--- config.mk ---
export PLATFORM = sky130hd
export DESIGN_NAME = r2p_gain
export DESIGN_NICKNAME = d
export VERILOG_FILES = /design/src/hdl/r2p_pkg.sv /design/src/hdl/r2p_gain.sv
export SDC_FILE = /design/constraint.sdc
export NUM_CORES = 1
export LEC_CHECK = 0
export BUFFER_PORTS_ARGS = -buffer_cell sky130_fd_sc_hd__buf_4
export CAP_MARGIN = 20
export CORE_MARGIN = 2
export CORE_UTILIZATION = 40
export DETAILED_ROUTE_END_ITERATION = 12
export GPL_TIMING_DRIVEN = 0
export MAX_ROUTING_LAYER = met4
export SLEW_MARGIN = 25
export SYNTH_ARGS = -nofsm -noshare
export SYNTH_HDL_FRONTEND = slang
export SYNTH_SLANG_ARGS = --single-unit
--- constraint.sdc ---
create_clock -name clk -period 6.8 [get_ports clk]
set_clock_uncertainty 0.1 [all_clocks]
set_input_delay 0.68 -clock clk [delete_from_list [all_inputs] [get_ports clk]]
set_output_delay 0.68 -clock clk [all_outputs]
set_load 0.02 [all_outputs]
--- src/hdl/r2p_pkg.sv ---
// ----------------------------------------------------------------------------
// r2p_pkg
// shared constants, tables and types of the rectangular to polar converter
// ----------------------------------------------------------------------------
package r2p_pkg;

  localparam int DEF_COORD_WIDTH   = 16;
  localparam int DEF_CORDIC_STAGES = 16;
  localparam int GUARD_BITS        = 16;
  localparam int ANGLE_WIDTH       = 16;
  localparam int ACC_WIDTH         = 32;
  localparam int GAIN_WIDTH        = 32;
  localparam int GAIN_FRAC         = 31;
  // input register, two gain stages and the output register
  localparam int PIPE_EXTRA        = 4;

  typedef struct packed {
    logic valid;
    logic zero;
  } r2p_ctl_t;

  // atan(2^-i) in units where 2^31 is pi
  function automatic logic [ACC_WIDTH-1:0] atan_entry(input int unsigned i);
    logic [ACC_WIDTH-1:0] v;
    case (i)
      0:  v = 32'd536870912;
      1:  v = 32'd316933406;
      2:  v = 32'd167458907;
      3:  v = 32'd85004756;
      4:  v = 32'd42667331;
      5:  v = 32'd21354465;
      6:  v = 32'd10679838;
      7:  v = 32'd5340245;
      8:  v = 32'd2670163;
      9:  v = 32'd1335087;
      10: v = 32'd667544;
      11: v = 32'd333772;
      12: v = 32'd166886;
      13: v = 32'd83443;
      14: v = 32'd41722;
      15: v = 32'd20861;
      16: v = 32'd10430;
      17: v = 32'd5215;
      18: v = 32'd2608;
      19: v = 32'd1304;
      20: v = 32'd652;
      21: v = 32'd326;
      22: v = 32'd163;
      23: v = 32'd81;
      24: v = 32'd41;
      25: v = 32'd20;
      26: v = 32'd10;
      27: v = 32'd5;
      28: v = 32'd3;
      29: v = 32'd1;
      30: v = 32'd1;
      default: v = '0;
    endcase
    return v;
  endfunction

  // inverse cordic gain in q31 for a given stage count, 16 and up share one value
  function automatic logic [GAIN_WIDTH-1:0] inv_gain(input int unsigned n);
    logic [GAIN_WIDTH-1:0] v;
    case (n)
      0:  v = 32'd2147483648;
      1:  v = 32'd1518500250;
      2:  v = 32'd1358187914;
      3:  v = 32'd1317635818;
      4:  v = 32'd1307460872;
      5:  v = 32'd1304914694;
      6:  v = 32'd1304277995;
      7:  v = 32'd1304118810;
      8:  v = 32'd1304079014;
      9:  v = 32'd1304069064;
      10: v = 32'd1304066577;
      11: v = 32'd1304065955;
      12: v = 32'd1304065800;
      13: v = 32'd1304065761;
      14: v = 32'd1304065751;
      15: v = 32'd1304065749;
      default: v = 32'd1304065748;
    endcase
    return v;
  endfunction

endpackage

--- src/hdl/r2p_gain.sv ---
// ----------------------------------------------------------------------------
// r2p_gain
// gain compensation, angle rounding and output register
// ----------------------------------------------------------------------------
module r2p_gain
  import r2p_pkg::*;
#(
  parameter int COORD_WIDTH = DEF_COORD_WIDTH,
  parameter int XW          = DEF_COORD_WIDTH + GUARD_BITS + 3,
  parameter int STAGES      = DEF_CORDIC_STAGES
) (
  input  logic                          clk,
  input  logic                          rst,
  input  logic signed [XW-1:0]          x_in,
  input  logic        [ACC_WIDTH-1:0]   acc_in,
  input  r2p_ctl_t                      ctl_in,
  output logic                          done,
  output logic        [COORD_WIDTH-1:0] magnitude,
  output logic signed [ANGLE_WIDTH-1:0] angle
);

  localparam int AW          = XW - 1;
  localparam int LO_W        = (AW + 1) / 2;
  localparam int HI_W        = AW - LO_W;
  localparam int PW          = AW + GAIN_WIDTH;
  localparam int SCALE_SHIFT = GAIN_FRAC + GUARD_BITS;
  localparam int MW          = PW - SCALE_SHIFT;
  localparam int GIDX        = (STAGES > 16) ? 16 : STAGES;
  localparam logic [GAIN_WIDTH-1:0] GAIN = inv_gain(GIDX);
  localparam logic [PW-1:0] RND = PW'(1) << (SCALE_SHIFT - 1);
  localparam logic [ACC_WIDTH-1:0] ANGLE_RND =
    ACC_WIDTH'(1) << (ACC_WIDTH - ANGLE_WIDTH - 1);

  logic [AW-1:0]            a_u;
  logic [LO_W+GAIN_WIDTH-1:0] p_lo;
  logic [HI_W+GAIN_WIDTH-1:0] p_hi;
  logic [ACC_WIDTH-1:0]     acc_d1;
  r2p_ctl_t                 ctl1;
  logic [PW-1:0]            sum;
  logic [ACC_WIDTH-1:0]     acc_rnd;
  logic [MW-1:0]            mag_w;
  logic [ANGLE_WIDTH-1:0]   angle_r;
  r2p_ctl_t                 ctl2;

  // a negative final x is clamped to zero
  assign a_u = x_in[XW-1] ? '0 : x_in[AW-1:0];

  // split multiply, halves in parallel
  always_ff @(posedge clk) begin
    p_lo   <= a_u[LO_W-1:0] * GAIN;
    p_hi   <= a_u[AW-1:LO_W] * GAIN;
    acc_d1 <= acc_in;
  end

  assign sum     = (PW'(p_hi) << LO_W) + PW'(p_lo) + RND;
  assign acc_rnd = acc_d1 + ANGLE_RND;

  always_ff @(posedge clk) begin
    mag_w   <= sum[PW-1:SCALE_SHIFT];
    angle_r <= ctl1.zero ? '0 : acc_rnd[ACC_WIDTH-1 -: ANGLE_WIDTH];
  end

  // saturate and register the result
  always_ff @(posedge clk) begin
    if (ctl2.zero) begin
      magnitude <= '0;
    end else if (|mag_w[MW-1:COORD_WIDTH]) begin
      magnitude <= '1;
    end else begin
      magnitude <= mag_w[COORD_WIDTH-1:0];
    end
    angle <= angle_r;
  end

  always_ff @(posedge clk) begin
    if (rst) begin
      ctl1 <= '0;
      ctl2 <= '0;
      done <= 1'b0;
    end else begin
      ctl1 <= ctl_in;
      ctl2 <= ctl1;
      done <= ctl2.valid;
    end
  end

endmodule

==> results.sh <==
export IMPL_status="finished clean"
export IMPL_wire_per_inst_microns=17.8
export IMPL_clk_latency_ps=430
export IMPL_grt_usage=0.211
export IMPL_numCtsBuffers=17
export IMPL_multi_input_area_sq_mm=0.0174
export IMPL_vias=15649
export IMPL_clock_sinks=164
export IMPL_synth_area_leaders="fa_1, ha_1, dfxtp_1, inv_1, xnor2_1"
export IMPL_startpoint_type="primary input"
export IMPL_yosys_warnings=0
export IMPL_dp_hpwl_microns=50300
export IMPL_synth_ff_type="dfxtp_1"
export IMPL_worst_ep_arrival_time_ps=6920
export IMPL_grt_max_degree=19
export IMPL_min_path_type="reg -> reg"
export IMPL_syn_num_nets=3124
export IMPL_finalHoldViolCount=0
export IMPL_yosys_area_top_type_share=0.340
export IMPL_crit_required_ps=7070
export IMPL_synth_seq_area_share=0.145
export IMPL_setup_violations_final=0
export IMPL_path_delay_family="adder cells"
export IMPL_netlist_cell_type_count=66
export IMPL_ff_latch_area_sq_mm=0.00328
export IMPL_cp_max_fo=6
export IMPL_synth_edf_count=0
export IMPL_synth_area_leader_cell="fa_1"
export IMPL_netlist_instances=2302
export IMPL_area_delta_synth_final_pct=15.7
export IMPL_ant_nets=0
export IMPL_h_tree_depth=4
export IMPL_clkTransAtPathRegs_ps=60
export IMPL_core_area_sq_mm=0.0561
export IMPL_dr_pass1_iters=5
export IMPL_grt_pass1_wl_microns=92300
export IMPL_post_drt_via_cell_ratio=4.82
export IMPL_slew_violations=0
export IMPL_cts_tree="yes"
export IMPL_root_buffer="clkbuf_16"
export IMPL_finalWirelength_microns=57900
export IMPL_netlist_area_sq_mm=0.0226
export IMPL_final_min_clock_period_ps=6650
export IMPL_io_buffers=87
export IMPL_tightestPinTransition_ps=1030
export IMPL_n_antenna_cell=0
export IMPL_max_freq_ghz=0.150
export IMPL_final_net_count=3301
export IMPL_std_cell_rows=87
export IMPL_die_h_microns=242
export IMPL_maxCapViolations=0
export IMPL_clock_path_buffers=2
export IMPL_synth_most_common_cell="inv_1"
export IMPL_critPathKind="in -> reg"
export IMPL_syn_area_per_cell_sq_um=9.80
export IMPL_die_w_microns=242
export IMPL_die_area_sq_mm=0.0583
export IMPL_ctsHoldBuffers=0
export IMPL_drive_above_1_share=0.140
export IMPL_grt_overflow=0
export IMPL_maxSlewHeadroom=0.310
export IMPL_antenna_found_initial=0
export IMPL_grt_pass1_vias=16623
export IMPL_ys_seq_elements=164
export IMPL_cp_slowest_cell="fa_1"
export IMPL_rsz0062_at_grt="true"
export IMPL_async_flop_share=0
export IMPL_drcViolationCount=0
export IMPL_synth_common_cells="inv_1, fa_1, ha_1"
export IMPL_fillers=5306
export IMPL_period_share=0.978
export IMPL_io_pins=104
export IMPL_initial_core_util=0.403
export IMPL_critPathBufInv=8
export IMPL_crit_path_end_kind="flop"
export IMPL_gp_congestion=0.965
export IMPL_dr_first_iter_drc_count=794
export IMPL_tns_ps=0
export IMPL_cpPeakStageDelay_ps=560
==> registers in the layout, indices dropped and copies added, names as in the netlist <==
signal	cells
acc_d1	17
angle	16
angle_r	16
ctl1	2
ctl2	2
done	1
mag_w	19
magnitude	16
p_hi	46
p_lo	29
==> layout make-up <==
type                            count  area share
Sequential cell                   164       0.126
Multi-Input combinational cell   1477       0.666
Clock inverter                     15     0.00729
Buffer                             30     0.00853
Inverter                          630      0.0925
Tap cell                          756      0.0362
Timing Repair Buffer              159      0.0470
Clock buffer                       17      0.0163
==> placed cells by master, fill, tap and decap left out, types with 10 or more instances in the layout <==
master	synthesis	routed
clkinvlp_4	0	10
ha_4	0	17
a21o_1	63	63
xnor2_1	59	59
clkbuf_16	0	22
nor2b_1	40	28
inv_1	630	602
o21ai_0	39	35
buf_4	0	155
inv_2	0	13
ha_1	368	340
nand4_1	27	27
nor2b_4	0	11
xor2_1	47	46
nor2_1	99	99
dfxtp_1	164	164
fa_2	0	16
ha_2	0	11
o21bai_1	16	15
a21oi_2	0	10
a31oi_1	12	10
a21oi_1	85	73
nand2b_1	33	20
fa_1	383	367
or2_2	11	11
clkbuf_1	28	19
nand2_1	60	59
and3_1	14	14
nand3_1	30	29
==> worst register-to-register path, stage by stage, from the launching register on <==
cell	delay, ps
dfxtp_1	310
ha_1	290
ha_1	320
nand3_1	120
nor4_1	850
o2111ai_1	210
o21ai_0	800
a22o_1	240
a21oi_1	100
nor3_1	470
nand3_1	170
xnor2_1	150
==> path summary, 6_finish.rpt <==
check	from	end	cells after the start	slack (ps)
worst min-delay path	angle_r[10]	angle[10]	0	230
worst max register to register	p_lo[42]	mag_w[10]	11	2550
worst max-delay path	x_in[34]	p_lo[45]	25	150
worst min register to register	angle_r[10]	angle[10]	0	230
==> cell families (layout without fill, tap and decap cells) <==
| logic type | Yosys count | after routing | synth area share |
|---|---|---|---|
| compound gates | 274 | 274 | 0.0822 |
| mux | 1 | 1 | 0.000444 |
| flops | 164 | 164 | 0.145 |
| fa+ha+maj | 751 | 751 | 0.544 |
| simple gates | 345 | 345 | 0.0771 |
| xor+xnor | 106 | 106 | 0.0411 |
| buf+inv | 661 | 851 | 0.110 |
==> routing by layer <==
layer,GRT usage,wire (microns)
met1,0.289,27100
met2,0.320,25700
met3,0.0361,3150
met4,0.0625,1880
met5,-,0
==> metrics by stage <==
step                      instances  hold slack [ps]  setup WS (ps)  area (sq um)  utilization
after CTS                      3226              221           2.84         25700        0.459
after detailed placement       3145              213          -1610         24200        0.432
after floorplan                2302              210           2.09         22600            -
after global routing           3248              219          -75.8         26100        0.466
after global placement         3145              214          -1830         24200        0.432
final                          3248              227            152         26100        0.466
==> what timing repair did <==
action,4_1_cts,5_1_grt
gates cloned,1,0
buffers inserted,48,23
gates resized for setup,131,52
setup endpoints to repair,51,25
pin swaps,27,18
Power is left out: the tool's default activity adds up to more than one toggle a clock period on the data nets, which glitch-free logic cannot reach.
