`src/hdl/r2p_pkg.sv`:
```
// ----------------------------------------------------------------------------
// r2p_pkg
// shared constants, tables and types of the rectangular to polar converter
// ----------------------------------------------------------------------------
package r2p_pkg;

  localparam int DEF_COORD_WIDTH   = 16;
  localparam int DEF_CORDIC_STAGES = 16;
  localparam int GUARD_BITS        = 16;
  localparam int ANGLE_WIDTH       = 16;
  localparam int ACC_WIDTH         = 32;
  localparam int GAIN_WIDTH        = 32;
  localparam int GAIN_FRAC         = 31;
  // input register, two gain stages and the output register
  localparam int PIPE_EXTRA        = 4;

  typedef struct packed {
    logic valid;
    logic zero;
  } r2p_ctl_t;

  // atan(2^-i) in units where 2^31 is pi
  function automatic logic [ACC_WIDTH-1:0] atan_entry(input int unsigned i);
    logic [ACC_WIDTH-1:0] v;
    case (i)
      0:  v = 32'd536870912;
      1:  v = 32'd316933406;
      2:  v = 32'd167458907;
      3:  v = 32'd85004756;
      4:  v = 32'd42667331;
      5:  v = 32'd21354465;
      6:  v = 32'd10679838;
      7:  v = 32'd5340245;
      8:  v = 32'd2670163;
      9:  v = 32'd1335087;
      10: v = 32'd667544;
      11: v = 32'd333772;
      12: v = 32'd166886;
      13: v = 32'd83443;
      14: v = 32'd41722;
      15: v = 32'd20861;
      16: v = 32'd10430;
      17: v = 32'd5215;
      18: v = 32'd2608;
      19: v = 32'd1304;
      20: v = 32'd652;
      21: v = 32'd326;
      22: v = 32'd163;
      23: v = 32'd81;
      24: v = 32'd41;
      25: v = 32'd20;
      26: v = 32'd10;
      27: v = 32'd5;
      28: v = 32'd3;
      29: v = 32'd1;
      30: v = 32'd1;
      default: v = '0;
    endcase
    return v;
  endfunction

  // inverse cordic gain in q31 for a given stage count, 16 and up share one value
  function automatic logic [GAIN_WIDTH-1:0] inv_gain(input int unsigned n);
    logic [GAIN_WIDTH-1:0] v;
    case (n)
      0:  v = 32'd2147483648;
      1:  v = 32'd1518500250;
      2:  v = 32'd1358187914;
      3:  v = 32'd1317635818;
      4:  v = 32'd1307460872;
      5:  v = 32'd1304914694;
      6:  v = 32'd1304277995;
      7:  v = 32'd1304118810;
      8:  v = 32'd1304079014;
      9:  v = 32'd1304069064;
      10: v = 32'd1304066577;
      11: v = 32'd1304065955;
      12: v = 32'd1304065800;
      13: v = 32'd1304065761;
      14: v = 32'd1304065751;
      15: v = 32'd1304065749;
      default: v = 32'd1304065748;
    endcase
    return v;
  endfunction

endpackage

```
`src/hdl/r2p_cell.sv`:
```
// ----------------------------------------------------------------------------
// r2p_cell
// one cordic vectoring micro-rotation with its own pipeline register
// ----------------------------------------------------------------------------
module r2p_cell
  import r2p_pkg::*;
#(
  parameter int                   XW    = DEF_COORD_WIDTH + GUARD_BITS + 3,
  parameter int                   SHIFT = 0,
  parameter logic [ACC_WIDTH-1:0] ATAN  = '0
) (
  input  logic                        clk,
  input  logic                        rst,
  input  logic signed [XW-1:0]        x_in,
  input  logic signed [XW-1:0]        y_in,
  input  logic        [ACC_WIDTH-1:0] acc_in,
  input  r2p_ctl_t                    ctl_in,
  output logic signed [XW-1:0]        x_out,
  output logic signed [XW-1:0]        y_out,
  output logic        [ACC_WIDTH-1:0] acc_out,
  output r2p_ctl_t                    ctl_out
);

  logic signed [XW-1:0] dx;
  logic signed [XW-1:0] dy;

  // arithmetic shifts round toward minus infinity
  assign dx = y_in >>> SHIFT;
  assign dy = x_in >>> SHIFT;

  always_ff @(posedge clk) begin
    if (!y_in[XW-1]) begin
      x_out   <= x_in + dx;
      y_out   <= y_in - dy;
      acc_out <= acc_in + ATAN;
    end else begin
      x_out   <= x_in - dx;
      y_out   <= y_in + dy;
      acc_out <= acc_in - ATAN;
    end
  end

  always_ff @(posedge clk) begin
    if (rst) begin
      ctl_out <= '0;
    end else begin
      ctl_out <= ctl_in;
    end
  end

endmodule

```
`config.mk`:
```
export PLATFORM = sky130hd
export DESIGN_NAME = r2p_cell
export DESIGN_NICKNAME = d
export VERILOG_FILES = /design/src/hdl/r2p_pkg.sv /design/src/hdl/r2p_cell.sv
export SDC_FILE = /design/constraint.sdc
export NUM_CORES = 1
export LEC_CHECK = 0
export BUFFER_PORTS_ARGS = -buffer_cell sky130_fd_sc_hd__buf_2
export CAP_MARGIN = 5
export CORE_ASPECT_RATIO = 1.25
export CORE_MARGIN = 2
export CORE_UTILIZATION = 50
export DETAILED_ROUTE_END_ITERATION = 8
export HOLD_SLACK_MARGIN = 0.05
export PLACE_DENSITY = 0.87
export SYNTH_ARGS = -nofsm -noshare
export SYNTH_HDL_FRONTEND = slang
export SYNTH_SLANG_ARGS = --single-unit
export TNS_END_PERCENT = 30
```
`constraint.sdc`:
```
create_clock -name clk -period 2.9 [get_ports clk]
set_input_delay 0.145 -clock clk [delete_from_list [all_inputs] [get_ports clk]]
set_output_delay 0.145 -clock clk [all_outputs]
set_load 0.03 [all_outputs]
```
==> results.txt <==
- The run finished with clean final reports.
- Worst Path Class, Setup: input port to register
* Post-route setup TNS: 0 ps
- Power spread over the standard cell area amounts to 518.1 mW/mm2.
- Pin count of the biggest net entering global routing: between 80 and 90
* Max-slew headroom: 0.4004
- After detailed routing, the average wire length per cell comes to approximately 18 um.
* Post-DR vias/cell: roughly 5.6
* CTS sink cnt: about 100
* Mapped cell area: roughly 0.008 mm2
- The longest clock path from root to sink contains 2 buffers.
- For this run, the total global-route usage over all layers was measured as 0.3062.
* Number of distinct library cell variants in the gate-level netlist after synthesis: 78
- Starting DRC count in detailed routing: 700
- The worst setup path is launched from an input port.
* Endpoint class of the critical path: register
* Worst voltage drop across the vdd grid: 0.0002546 V
- CTS Root Buffer Type: sky130_fd_sc_hd__clkbuf_16
* Detailed placer's ending HPWL: 21.46 mm
- In this run the static leakage power is about 0.005 uW.
- After layout, the minimum clock period comes to 2470 ps.
- Final nets: approximately 1,500
* Unrepaired setup endpoints after global routing: no
- The initial antenna violation count is 0.
* FFs w/ async S/R, synth: 0
* Count of antenna-violating nets left after detailed routing: 0
- In this run the count of I/O pins placed on the die edge is 210.
- For this run, the number of Yosys warnings is 0.
- Clock buffer count from CTS: 9
- The average instance in the mapped netlist occupies just under 8 um2.
- Worst Hold Path EP: x_out[0]
- The filler cells instantiated in the layout total approximately 1,400.
- Wirelength, routed: 27.23 mm
* Final setup violation count: 0
- Worst Tran Pin Value: ~900 ps
- The worst hold path was traced through 3 stages.
* Overflow left after global routing: 0
- PortBufs: 209
- In this run the most critical hold path is launched from y_in[0].
- In this run the top signal layer used is met4.
* Fraction of layout instances using a drive strength above 1: 0.2400
- CTS tree: built
- Count of final max-slew check failures: 0
- In this run, synthesis produced a sequential element count of between 100 and 150.
- The total area inside the core boundary comes to between 0.015 and 0.02 mm2.
* Via total after detailed routing: around 8,700
* Post-Route M1 WL: 9.881 mm
- Data arrival time at the worst-slack endpoint: between 2000 and 3000 ps
- Dividing the final minimum period by the clock period gives 0.8516.
- Derived from the worst setup path, the maximum achievable clock frequency is between 400 and 500 MHz.
- In this run the vertical extent of the chip is roughly 150 um.
- Once the clock tree was built, the resizer swapped 0 gates to a different size.
- Max-cap violations in this run came to 0.
- Gate count after technology mapping: around 1,000
* Met2 routed wirelength: ~14 mm
- CTS HTree Levels: 3
- For this run, design rule violations remaining after detail routing come to 0.
- The initial utilization of the core area, before any placement, comes to 0.5075.
* Area of placed instances: 0.009731 mm2
- Chip Width: between 100 and 150 um
- Via count of the first global-routing pass: roughly 8,600
- Detailed-router iteration count before antenna repair: 6
* Critical-path maximum fanout: 13
* Cell area after layout: approximately 0.010 mm2
- The routed design uses about 2 mm of met3 wire.
- Routability-driven placement finished with a final weighted congestion of 1.067.
* Clock transition time at the flip-flop clock pins of the worst setup and hold paths: ~80 ps
* Hold/Removal Path Class: input port to register
- For this run, the leading register cell type out of synthesis is sky130_fd_sc_hd__dfxtp_1.
- In this run the core area contains between 50 and 60 standard-cell rows.
- Share of synthesized area occupied by flip-flops and latches: 0.2528
* Antenna diode instance count: 0
- Area of the die: 0.01736 mm2
* Worst path required time: 3160 ps
- Counting every net in the synthesized netlist gives ~1,300.
- The count of endpoints failing hold in the final timing report was 0.
* Number of synthesized flops with an enable pin: 0
* Area growth from synthesis to final layout: 27.20%
* Global-route wire length before repair: around 43 mm
[cell usage in the layout (no fill, tap or decap), types with 9 or more instances in the layout]
cell type                       count
sky130_fd_sc_hd__o21ai_0           69
sky130_fd_sc_hd__nor4_1             9
sky130_fd_sc_hd__nand2b_1          10
sky130_fd_sc_hd__o21bai_1          16
sky130_fd_sc_hd__nand4_1           14
sky130_fd_sc_hd__mux2i_1           13
sky130_fd_sc_hd__nand3_1           20
sky130_fd_sc_hd__a211oi_1          12
sky130_fd_sc_hd__buf_2            209
sky130_fd_sc_hd__nor2b_1            9
sky130_fd_sc_hd__xnor2_1           58
sky130_fd_sc_hd__ha_1             102
sky130_fd_sc_hd__dlygate4sd3_1     36
sky130_fd_sc_hd__inv_1            102
sky130_fd_sc_hd__a21o_1            12
sky130_fd_sc_hd__o21a_1            12
sky130_fd_sc_hd__clkbuf_16          9
sky130_fd_sc_hd__o21ai_1           16
sky130_fd_sc_hd__buf_4             66
sky130_fd_sc_hd__a21oi_1          136
sky130_fd_sc_hd__dfxtp_1          103
sky130_fd_sc_hd__nor2_1            89
sky130_fd_sc_hd__o31ai_1           18
sky130_fd_sc_hd__nor3_1            12
sky130_fd_sc_hd__nand2_1           63
[cell type report]
| class | count | area, um2 | area share |
|---|---|---|---|
| clock buffers | 10 | 229.0 | 0.02207 |
| well taps | 216 | 270.3 | 0.02605 |
| inverters | 109 | 409.1 | 0.03944 |
| repair buffers | 311 | 1902 | 0.1833 |
| clock inverters | 6 | 53.80 | 0.005186 |
| multi-input cells | 790 | 5448 | 0.5251 |
| flip-flops and latches | 103 | 2062 | 0.1988 |
[metal layers]
metal | track usage | vias up
li1 | - | 4198
met2 | 0.5639 | 443
met3 | 0.05978 | 123
met4 | 0.1861 | 0
met1 | 0.3184 | 3931
met5 | 0 | -
[timing repair]
action / CTS / global route
hold buffers: 36 / 0
endpoints found under the hold margin: 36 / 0
buffers inserted: 0 / 0
[logic make-up after synthesis]
| group | share of synthesized area |
|---|---|
| and+or+nand+nor | 0.1434 |
| DFF | 0.2528 |
| buffers and inverters | 0.07917 |
| adders and majority gates | 0.1639 |
| xor gates and xnor gates | 0.06873 |
| AOI/OAI and AO/OA | 0.2746 |
| muxes | 0.01734 |
[Yosys cell counts (5+ instances only)]
| cell type | count | area share |
|---|---|---|
| sky130_fd_sc_hd__a21oi_1 | 136 | 0.083 |
| sky130_fd_sc_hd__dfxtp_1 | 103 | 0.25 |
| sky130_fd_sc_hd__ha_1 | 102 | 0.16 |
| sky130_fd_sc_hd__inv_1 | 102 | 0.047 |
| sky130_fd_sc_hd__nor2_1 | 89 | 0.041 |
| sky130_fd_sc_hd__o21ai_0 | 69 | 0.042 |
| sky130_fd_sc_hd__nand2_1 | 63 | 0.029 |
| sky130_fd_sc_hd__xnor2_1 | 58 | 0.062 |
| sky130_fd_sc_hd__nand3_1 | 20 | 0.012 |
| sky130_fd_sc_hd__o31ai_1 | 18 | 0.017 |
| sky130_fd_sc_hd__clkbuf_1 | 16 | 0.0074 |
| sky130_fd_sc_hd__o21ai_1 | 16 | 0.0098 |
| sky130_fd_sc_hd__o21bai_1 | 16 | 0.015 |
| sky130_fd_sc_hd__nand4_1 | 14 | 0.011 |
| sky130_fd_sc_hd__mux2i_1 | 13 | 0.016 |
| sky130_fd_sc_hd__a211oi_1 | 12 | 0.011 |
| sky130_fd_sc_hd__a21o_1 | 12 | 0.011 |
| sky130_fd_sc_hd__nor3_1 | 12 | 0.0074 |
| sky130_fd_sc_hd__o21a_1 | 12 | 0.011 |
| sky130_fd_sc_hd__buf_2 | 11 | 0.0068 |
| sky130_fd_sc_hd__nand2b_1 | 10 | 0.0077 |
| sky130_fd_sc_hd__buf_1 | 9 | 0.0041 |
| sky130_fd_sc_hd__nor2b_1 | 9 | 0.0069 |
| sky130_fd_sc_hd__nor4_1 | 9 | 0.0069 |
| sky130_fd_sc_hd__buf_4 | 8 | 0.0074 |
| sky130_fd_sc_hd__a31oi_1 | 7 | 0.0054 |
| sky130_fd_sc_hd__inv_2 | 7 | 0.0032 |
| sky130_fd_sc_hd__o22ai_1 | 6 | 0.0046 |
| sky130_fd_sc_hd__xor2_1 | 6 | 0.0064 |
| sky130_fd_sc_hd__o211ai_1 | 5 | 0.0046 |
| sky130_fd_sc_hd__or3_1 | 5 | 0.0038 |
[metrics by stage]
stage,worst slack (ps),hold WS [ps],utilization,power [uW],instances
floorplan,664.6,172.7,-,3348,1049
global placement,185.8,247.4,0.6055,4105,1493
detailed placement,103.5,249.1,0.6055,4124,1493
CTS,483.9,67.93,0.6455,5353,1545
global route,193.0,100.7,0.6455,5636,1545
finish,430.5,63.26,0.6455,5375,1545
[how the worst max path moves through the flow]
stage,from,end,cells past startpoint
after floorplan,x_in[11],x_out[31],11
after global placement,x_in[10],y_out[33],12
after detailed placement,x_in[10],y_out[19],12
after CTS,x_in[10],y_out[19],12
after global routing,y_in[0],y_out[26],15
final,x_in[4],x_out[31],12
[state kept, by name (all words and copies together) (netlist names)]
signal / flops
ctl_out: 2
y_out: 34
acc_out: 32
x_out: 35
[where the power goes]
part / leakage [uW] / switching, uW / internal, uW / total, uW
Sequential: 0.000869 / 68.0 / 1670 / 1740
Clock: 0.000129 / 606 / 597 / 1200
Combinational: 0.00401 / 1580 / 851 / 2430
Total: 0.00500 / 2260 / 3120 / 5380
[critical path, cell delays in order]
cell and delay [ps]:
sky130_fd_sc_hd__buf_2 100, sky130_fd_sc_hd__inv_1 40, sky130_fd_sc_hd__ha_1 550, sky130_fd_sc_hd__nand3_1 160
sky130_fd_sc_hd__a21oi_1 210, sky130_fd_sc_hd__o2111ai_1 240, sky130_fd_sc_hd__and4b_1 300, sky130_fd_sc_hd__o311ai_2 310
sky130_fd_sc_hd__a31oi_1 180, sky130_fd_sc_hd__a21o_1 180, sky130_fd_sc_hd__a22o_1 200, sky130_fd_sc_hd__xnor2_1 110
No activity file was read; power rests on OpenSTA's default activity.
