### src/hdl/r2p_pkg.sv
// ----------------------------------------------------------------------------
// r2p_pkg
// shared constants, tables and types of the rectangular to polar converter
// ----------------------------------------------------------------------------
package r2p_pkg;

  localparam int DEF_COORD_WIDTH   = 16;
  localparam int DEF_CORDIC_STAGES = 16;
  localparam int GUARD_BITS        = 16;
  localparam int ANGLE_WIDTH       = 16;
  localparam int ACC_WIDTH         = 32;
  localparam int GAIN_WIDTH        = 32;
  localparam int GAIN_FRAC         = 31;
  // input register, two gain stages and the output register
  localparam int PIPE_EXTRA        = 4;

  typedef struct packed {
    logic valid;
    logic zero;
  } r2p_ctl_t;

  // atan(2^-i) in units where 2^31 is pi
  function automatic logic [ACC_WIDTH-1:0] atan_entry(input int unsigned i);
    logic [ACC_WIDTH-1:0] v;
    case (i)
      0:  v = 32'd536870912;
      1:  v = 32'd316933406;
      2:  v = 32'd167458907;
      3:  v = 32'd85004756;
      4:  v = 32'd42667331;
      5:  v = 32'd21354465;
      6:  v = 32'd10679838;
      7:  v = 32'd5340245;
      8:  v = 32'd2670163;
      9:  v = 32'd1335087;
      10: v = 32'd667544;
      11: v = 32'd333772;
      12: v = 32'd166886;
      13: v = 32'd83443;
      14: v = 32'd41722;
      15: v = 32'd20861;
      16: v = 32'd10430;
      17: v = 32'd5215;
      18: v = 32'd2608;
      19: v = 32'd1304;
      20: v = 32'd652;
      21: v = 32'd326;
      22: v = 32'd163;
      23: v = 32'd81;
      24: v = 32'd41;
      25: v = 32'd20;
      26: v = 32'd10;
      27: v = 32'd5;
      28: v = 32'd3;
      29: v = 32'd1;
      30: v = 32'd1;
      default: v = '0;
    endcase
    return v;
  endfunction

  // inverse cordic gain in q31 for a given stage count, 16 and up share one value
  function automatic logic [GAIN_WIDTH-1:0] inv_gain(input int unsigned n);
    logic [GAIN_WIDTH-1:0] v;
    case (n)
      0:  v = 32'd2147483648;
      1:  v = 32'd1518500250;
      2:  v = 32'd1358187914;
      3:  v = 32'd1317635818;
      4:  v = 32'd1307460872;
      5:  v = 32'd1304914694;
      6:  v = 32'd1304277995;
      7:  v = 32'd1304118810;
      8:  v = 32'd1304079014;
      9:  v = 32'd1304069064;
      10: v = 32'd1304066577;
      11: v = 32'd1304065955;
      12: v = 32'd1304065800;
      13: v = 32'd1304065761;
      14: v = 32'd1304065751;
      15: v = 32'd1304065749;
      default: v = 32'd1304065748;
    endcase
    return v;
  endfunction

endpackage

### src/hdl/r2p_prep.sv
// ----------------------------------------------------------------------------
// r2p_prep
// input register: folds the left half plane and scales by the guard bits
// ----------------------------------------------------------------------------
module r2p_prep
  import r2p_pkg::*;
#(
  parameter int COORD_WIDTH = DEF_COORD_WIDTH,
  parameter int XW          = DEF_COORD_WIDTH + GUARD_BITS + 3
) (
  input  logic                          clk,
  input  logic                          rst,
  input  logic                          accept,
  input  logic signed [COORD_WIDTH-1:0] x_coord,
  input  logic signed [COORD_WIDTH-1:0] y_coord,
  output logic signed [XW-1:0]          x_out,
  output logic signed [XW-1:0]          y_out,
  output logic        [ACC_WIDTH-1:0]   acc_out,
  output r2p_ctl_t                      ctl_out
);

  logic signed [XW-1:0] xe;
  logic signed [XW-1:0] ye;
  logic                 x_neg;

  assign xe    = XW'(x_coord);
  assign ye    = XW'(y_coord);
  assign x_neg = x_coord[COORD_WIDTH-1];

  always_ff @(posedge clk) begin
    if (x_neg) begin
      x_out   <= (-xe) <<< GUARD_BITS;
      y_out   <= (-ye) <<< GUARD_BITS;
      acc_out <= ACC_WIDTH'(1) << (ACC_WIDTH - 1);
    end else begin
      x_out   <= xe <<< GUARD_BITS;
      y_out   <= ye <<< GUARD_BITS;
      acc_out <= '0;
    end
  end

  always_ff @(posedge clk) begin
    if (rst) begin
      ctl_out <= '0;
    end else begin
      ctl_out.valid <= accept;
      ctl_out.zero  <= (x_coord == '0) && (y_coord == '0);
    end
  end

endmodule

### config.mk
export PLATFORM = sky130hd
export DESIGN_NAME = r2p_prep
export DESIGN_NICKNAME = d
export VERILOG_FILES = /design/src/hdl/r2p_pkg.sv /design/src/hdl/r2p_prep.sv
export SDC_FILE = /design/constraint.sdc
export NUM_CORES = 1
export LEC_CHECK = 0
export BUFFER_PORTS_ARGS = -buffer_cell sky130_fd_sc_hd__buf_2
export CORE_ASPECT_RATIO = 1.75
export CORE_MARGIN = 1.5
export CORE_UTILIZATION = 44
export DETAILED_ROUTE_END_ITERATION = 8
export PLACE_DENSITY_LB_ADDON = 0.08
export SETUP_SLACK_MARGIN = 0.2
export SLEW_MARGIN = 20
export SYNTH_ARGS = -nofsm -noshare
export SYNTH_HDL_FRONTEND = slang
export SYNTH_SLANG_ARGS = --single-unit
export TNS_END_PERCENT = 20
### constraint.sdc
create_clock -name clk -period 4.45 [get_ports clk]
set_input_delay 0.89 -clock clk [delete_from_list [all_inputs] [get_ports clk]]
set_output_delay 0.89 -clock clk [all_outputs]
set_load 0.05 [all_outputs]
==> results.json, run 1 <==
{
  "path_class": "primary input to flip-flop",
  "avgSynthCellArea_um2": 9.85,
  "worst_slack_ns": 2.40,
  "clock-sinks": 41,
  "yosysSeqAreaShare_pct": 41.2,
  "hp-class": "primary input to flip-flop",
  "layout_common_cells": "buf_2, conb_1, dfxtp_1, xnor2_1, o21ai_0",
  "critPathCaptureType": "flip-flop",
  "min_period_over_period_pct": 46.2,
  "drc": 0,
  "netlist_area_um2": 1990,
  "start_util_pct": 45.6,
  "wl_um": 3530,
  "cts_resized": 0,
  "max_cap_viol_count": 0,
  "via_count": 1440,
  "ctsRootBufferMaster": "clkbuf_8",
  "worstPathArrival_ns": 2.28,
  "synthFlopType": "dfxtp_1",
  "portBuffers": 75,
  "dp.cells": 327,
  "core_um2": 4360,
  "crit_path_max_fanout": 5,
  "setup_viol": 0,
  "drt-initial-drc-count": 16,
  "first_pass_iters": 4,
  "cts_buffers": 5,
  "ys_seq_elements": 41,
  "ys_types": 30,
  "tns_ns": 0,
  "die-area_um2": 4950,
  "post_route_cells_drive_above_1_share_pct": 32.7,
  "grt_pass1_wl_um": 5330,
  "clkTransAtPathRegs_ns": 0.08,
  "wl_per_cell_um": 10.5,
  "antenna-diode-count": 0,
  "globalplace.congestion": 0.777,
  "cts_setup_buffers": 0,
  "min_period_ns": 2.05,
  "syn_inst": 202,
  "synth_warnings": 0,
  "vias_per_cell": 4.30,
  "grt_pass1_vias": 1234,
  "hold_depth": 1,
  "vdd_drop_max_uv": 214,
  "ios": 139,
  "synth_top_area_cell": "dfxtp_1",
  "status": "completed",
  "finalNonFillerCells": 335,
  "cts-hold-fix-buffers": 0,
  "min_to": "y_out[16]$_DFF_P_",
  "dp_hpwl_um": 2820,
  "finalHoldViolCount": 0,
  "rows": 32,
  "async_flop_share_pct": 0,
  "final_nets": 320,
  "gr-total-overflow": 0,
  "netlist.area_leader.share_pct": 41.2,
  "start_kind": "primary input",
  "fp.dieH_um": 92.0,
  "tightestPinTransition_ns": 0.598,
  "grt_use_total_pct": 14.6,
  "htree_num_levels": 2,
  "cts_tree": "done",
  "dieWidth_um": 53.8,
  "grt_max_degree": 35,
  "synth-edff-count": 0,
  "pre_cts_slack_ns": 2.09,
  "max_slew_margin_pct": 60.2,
  "antenna_found_initial": 0,
  "hold_start": "y_coord[0]",
  "max_freq_mhz": 487,
  "ant_nets": 0,
  "clockBufferDepth": 2,
  "p_leak_nw": 1.13,
  "rsz0062_at_grt": "no",
  "yosys-top-cells-area": "dfxtp_1, buf_4, xnor2_1",
  "syn_to_final_growth_pct": 15.1,
  "power_density_nw_per_um2": 443,
  "final_common_cell": "buf_2",
  "slew_viol_final": 0,
  "critPathRequiredTime_ns": 4.67
}
==> flip-flops by register name, summed over array words and instances, names as in the netlist <==
register / count
x_out: 19
ctl_out: 2
acc_out: 1
y_out: 19
==> power by group <==
group          internal, mW  switching (mW)
combinational        0.0588           0.287
clock                 0.140           0.122
sequential            0.401         0.00665
total                 0.600           0.416
==> cell families after synthesis <==
group / after synthesis / share of synthesized area (%)
fa+ha+maj: 2 / 1.26
other cells: 1 / 0.188
buf+inv: 71 / 25.3
flops: 41 / 41.2
xor+xnor: 27 / 11.9
compound gates: 26 / 9.18
simple gates: 34 / 11.0
==> cell type report <==
type	count	area (um^2)
Inverter	5	18.8
Tap cell	51	63.8
Multi-Input combinational cell	155	911
Clock buffer	7	96.3
Timing Repair Buffer	75	375
Fill cell	450	2070
Clock inverter	1	5.00
Sequential cell	41	821
==> cell usage after synthesis (2+ instances only) <==
master	n
buf_4	63
clkbuf_1	2
dfxtp_1	41
ha_1	2
inv_1	5
nand2_1	9
nand2b_1	4
nand3_1	2
nor2_1	4
nor4_1	3
o21ai_0	11
o31ai_1	7
o41ai_1	4
or4_4	4
xnor2_1	26
==> per-stage QoR <==
stage	total power, mW	utilization (%)	hold slack [ns]	cell area [um^2]
finish	1.02	52.5	0.745	2290
global route	1.06	52.5	0.738	2290
CTS	1.03	52.5	0.736	2290
detailed placement	0.763	50.2	1.05	2190
global placement	0.763	50.2	1.04	2190
floorplan	0.741	-	0.918	2230
==> layer usage <==
metal  GRT usage [%]  vias up  share of wire, %
li1                -      702                 -
met1            14.0      651                33
met2            26.3       79                55
met3            3.58        8               9.6
met4            8.33        0               2.6
met5               0        -                 0
==> worst max path at each step <==
stage / startpoint / end / slack (ns) / depth (start not counted)
after floorplan: x_coord[8] / x_out[29]$_DFF_P_ / 2.27 / 4
after global placement: y_coord[11] / y_out[31]$_DFF_P_ / 2.10 / 5
after detailed placement: y_coord[11] / ctl_out[0]$_SDFF_PP0_ / 2.09 / 5
after CTS: x_coord[8] / x_out[29]$_DFF_P_ / 2.39 / 5
after global routing: y_coord[11] / y_out[34]$_DFF_P_ / 2.30 / 5
final: x_coord[8] / x_out[29]$_DFF_P_ / 2.40 / 5
==> critical path: stages <==
cell and delay, ns:
buf_2 0.12, or4_4 0.56, or4_4 0.43, o21ai_2 0.15
xnor2_1 0.12
Power figures use the tool's default switching activity.
==> inputs of run 2 (changes only) <==
--- a/config.mk
+++ b/config.mk
@@ -8,7 +8,7 @@
 export BUFFER_PORTS_ARGS = -buffer_cell sky130_fd_sc_hd__buf_2
 export CORE_ASPECT_RATIO = 1.75
 export CORE_MARGIN = 1.5
-export CORE_UTILIZATION = 44
+export CORE_UTILIZATION = 37
 export DETAILED_ROUTE_END_ITERATION = 8
 export PLACE_DENSITY_LB_ADDON = 0.08
 export SETUP_SLACK_MARGIN = 0.2
==> constraint.sdc (replaced) <==
create_clock -name clk -period 1.7 [get_ports clk]
set_input_delay 0.34 -clock clk [delete_from_list [all_inputs] [get_ports clk]]
set_output_delay 0.34 -clock clk [all_outputs]
set_load 0.05 [all_outputs]
==> results.json, run 2 (same netlist as run 1, synthesis figures left out) <==
{
  "status": "completed",
  "max_freq_mhz": 683,
  "grt_max_degree": 21,
  "p_sw_mw": 1.12,
  "vias_per_cell": 4.13,
  "globalplace.congestion": 0.762,
  "start_kind": "primary input",
  "grt_use_total_pct": 12.8,
  "slew_viol_final": 0,
  "dieWidth_um": 58.4,
  "via_count": 1477,
  "hp-class": "primary input to flip-flop",
  "crit_path_top_delay_cell": "or4_4",
  "critPathRequiredTime_ns": 1.94,
  "ctsRootBufferMaster": "clkbuf_8",
  "antenna_found_initial": 0,
  "p_leak_nw": 1.22,
  "clockBufferDepth": 2,
  "critPathCaptureType": "flip-flop",
  "rsz0062_at_grt": "yes",
  "slowest_delay_ns": 0.52,
  "crit_path_max_fanout": 3,
  "wl_per_cell_um": 10.5,
  "vdd_drop_max_uv": 423,
  "cts_resized": 0,
  "final_common_cell": "buf_2",
  "syn_to_final_growth_pct": 23.6,
  "fp.dieH_um": 100,
  "clkTransAtPathRegs_ns": 0.08,
  "start_util_pct": 38.2,
  "first_pass_iters": 3,
  "p_int_mw": 1.67,
  "combPwrFrac_pct": 33.6,
  "worstPathArrival_ns": 1.71,
  "grt_pass1_wl_um": 5590,
  "post_route_cells_drive_above_1_share_pct": 37.3,
  "cts-hold-fix-buffers": 0,
  "dpl_cell_area_um2": 2340,
  "ios": 139,
  "nFillCells": 524,
  "finish.instance_area_um2": 2460,
  "path_class": "primary input to flip-flop",
  "max_cap_viol_count": 0,
  "p_sw_share_pct": 40.2,
  "cts_tree": "done",
  "gr-total-overflow": 0,
  "ant_nets": 0,
  "cts_setup_buffers": 0,
  "power_density_nw_per_um2": 1130,
  "drt-initial-drc-count": 13,
  "min_period_ns": 1.46,
  "htree_num_levels": 2,
  "rows": 35,
  "grt_pass1_vias": 1302,
  "min_period_over_period_pct": 86.1,
  "antenna-diode-count": 0,
  "seqPwrFrac_pct": 38.3,
  "cp_cell_sequence": "buf_2, or4_4, or3_4, nor3_2, and3_1",
  "cts_buffers": 5,
  "setup_viol": 0,
  "finalHoldViolCount": 0,
  "clock-sinks": 41,
  "dp_hpwl_um": 3080,
  "reg_top3": "x_out (19), y_out (19), ctl_out (2)",
  "clkPwrFrac_pct": 28.1,
  "tns_ns": 0,
  "core_um2": 5210,
  "drc": 0,
  "layout_common_cells": "buf_2, conb_1, dfxtp_1, xnor2_1, buf_4",
  "portBuffers": 75,
  "die-area_um2": 5850,
  "wl_um": 3750,
  "final_nets": 339
}
==> run 2: changes by cell type in the layout (fill, tap and decap cells not counted), sizes merged <==
cell	delta
clkinvlp	+1
clkbuf	-2
buf	+19
bufinv	+1
==> run 2: layout make-up <==
type / instances / area [um^2] / share of cell area [%]
well taps: 55 / 68.8 / 2.80
inverters: 5 / 18.8 / 0.763
multi-input cells: 155 / 918 / 37.3
clock buffers: 5 / 68.8 / 2.80
clock inverters: 3 / 46.3 / 1.88
flip-flops and latches: 41 / 821 / 33.4
repair buffers: 94 / 518 / 21.1
==> run 2: layer usage <==
layer / track usage (%) / routed length (um)
met1: 11.9 / 1240
met5: 0 / 0
met4: 6.98 / 86
met2: 24.5 / 2100
met3: 2.84 / 324
==> run 2: worst max-delay path: cells and delay by family <==
kind	cells	cell delay [ns]
buf+inv	1	0.11
simple gates	4	1.26
==> run 2: path summary, 6_finish.rpt <==
| kind | startpoint | cells after the start | end | slack, ns |
|---|---|---|---|---|
| setup / recovery | y_coord[11] | 5 | ctl_out[0]$_SDFF_PP0_ | 0.24 |
| hold / removal | x_coord[0] | 1 | x_out[16]$_DFF_P_ | 0.20 |
==> run 2: power groups by stage <==
stage,Sequential (mW),Clock [mW],Combinational [mW]
finish,1.07,0.784,0.937
global placement,1.09,0,0.937
CTS,1.07,0.810,0.940
floorplan,1.41,0,0.526
detailed placement,1.09,0,0.939
global route,1.08,0.846,0.983
==> run 2: metrics by stage <==
stage | hold slack (ns) | cells | utilization, % | setup slack (ns) | power [mW]
final | 0.200 | 358 | 47.2 | 0.236 | 2.79
after global routing | 0.188 | 358 | 47.2 | 0.174 | 2.91
after CTS | 0.195 | 358 | 47.1 | 0.234 | 2.82
after detailed placement | 0.502 | 350 | 44.8 | -0.0809 | 2.03
after global placement | 0.501 | 350 | 44.8 | -0.0860 | 2.03
after floorplan | 0.368 | 267 | - | 0.0754 | 1.94
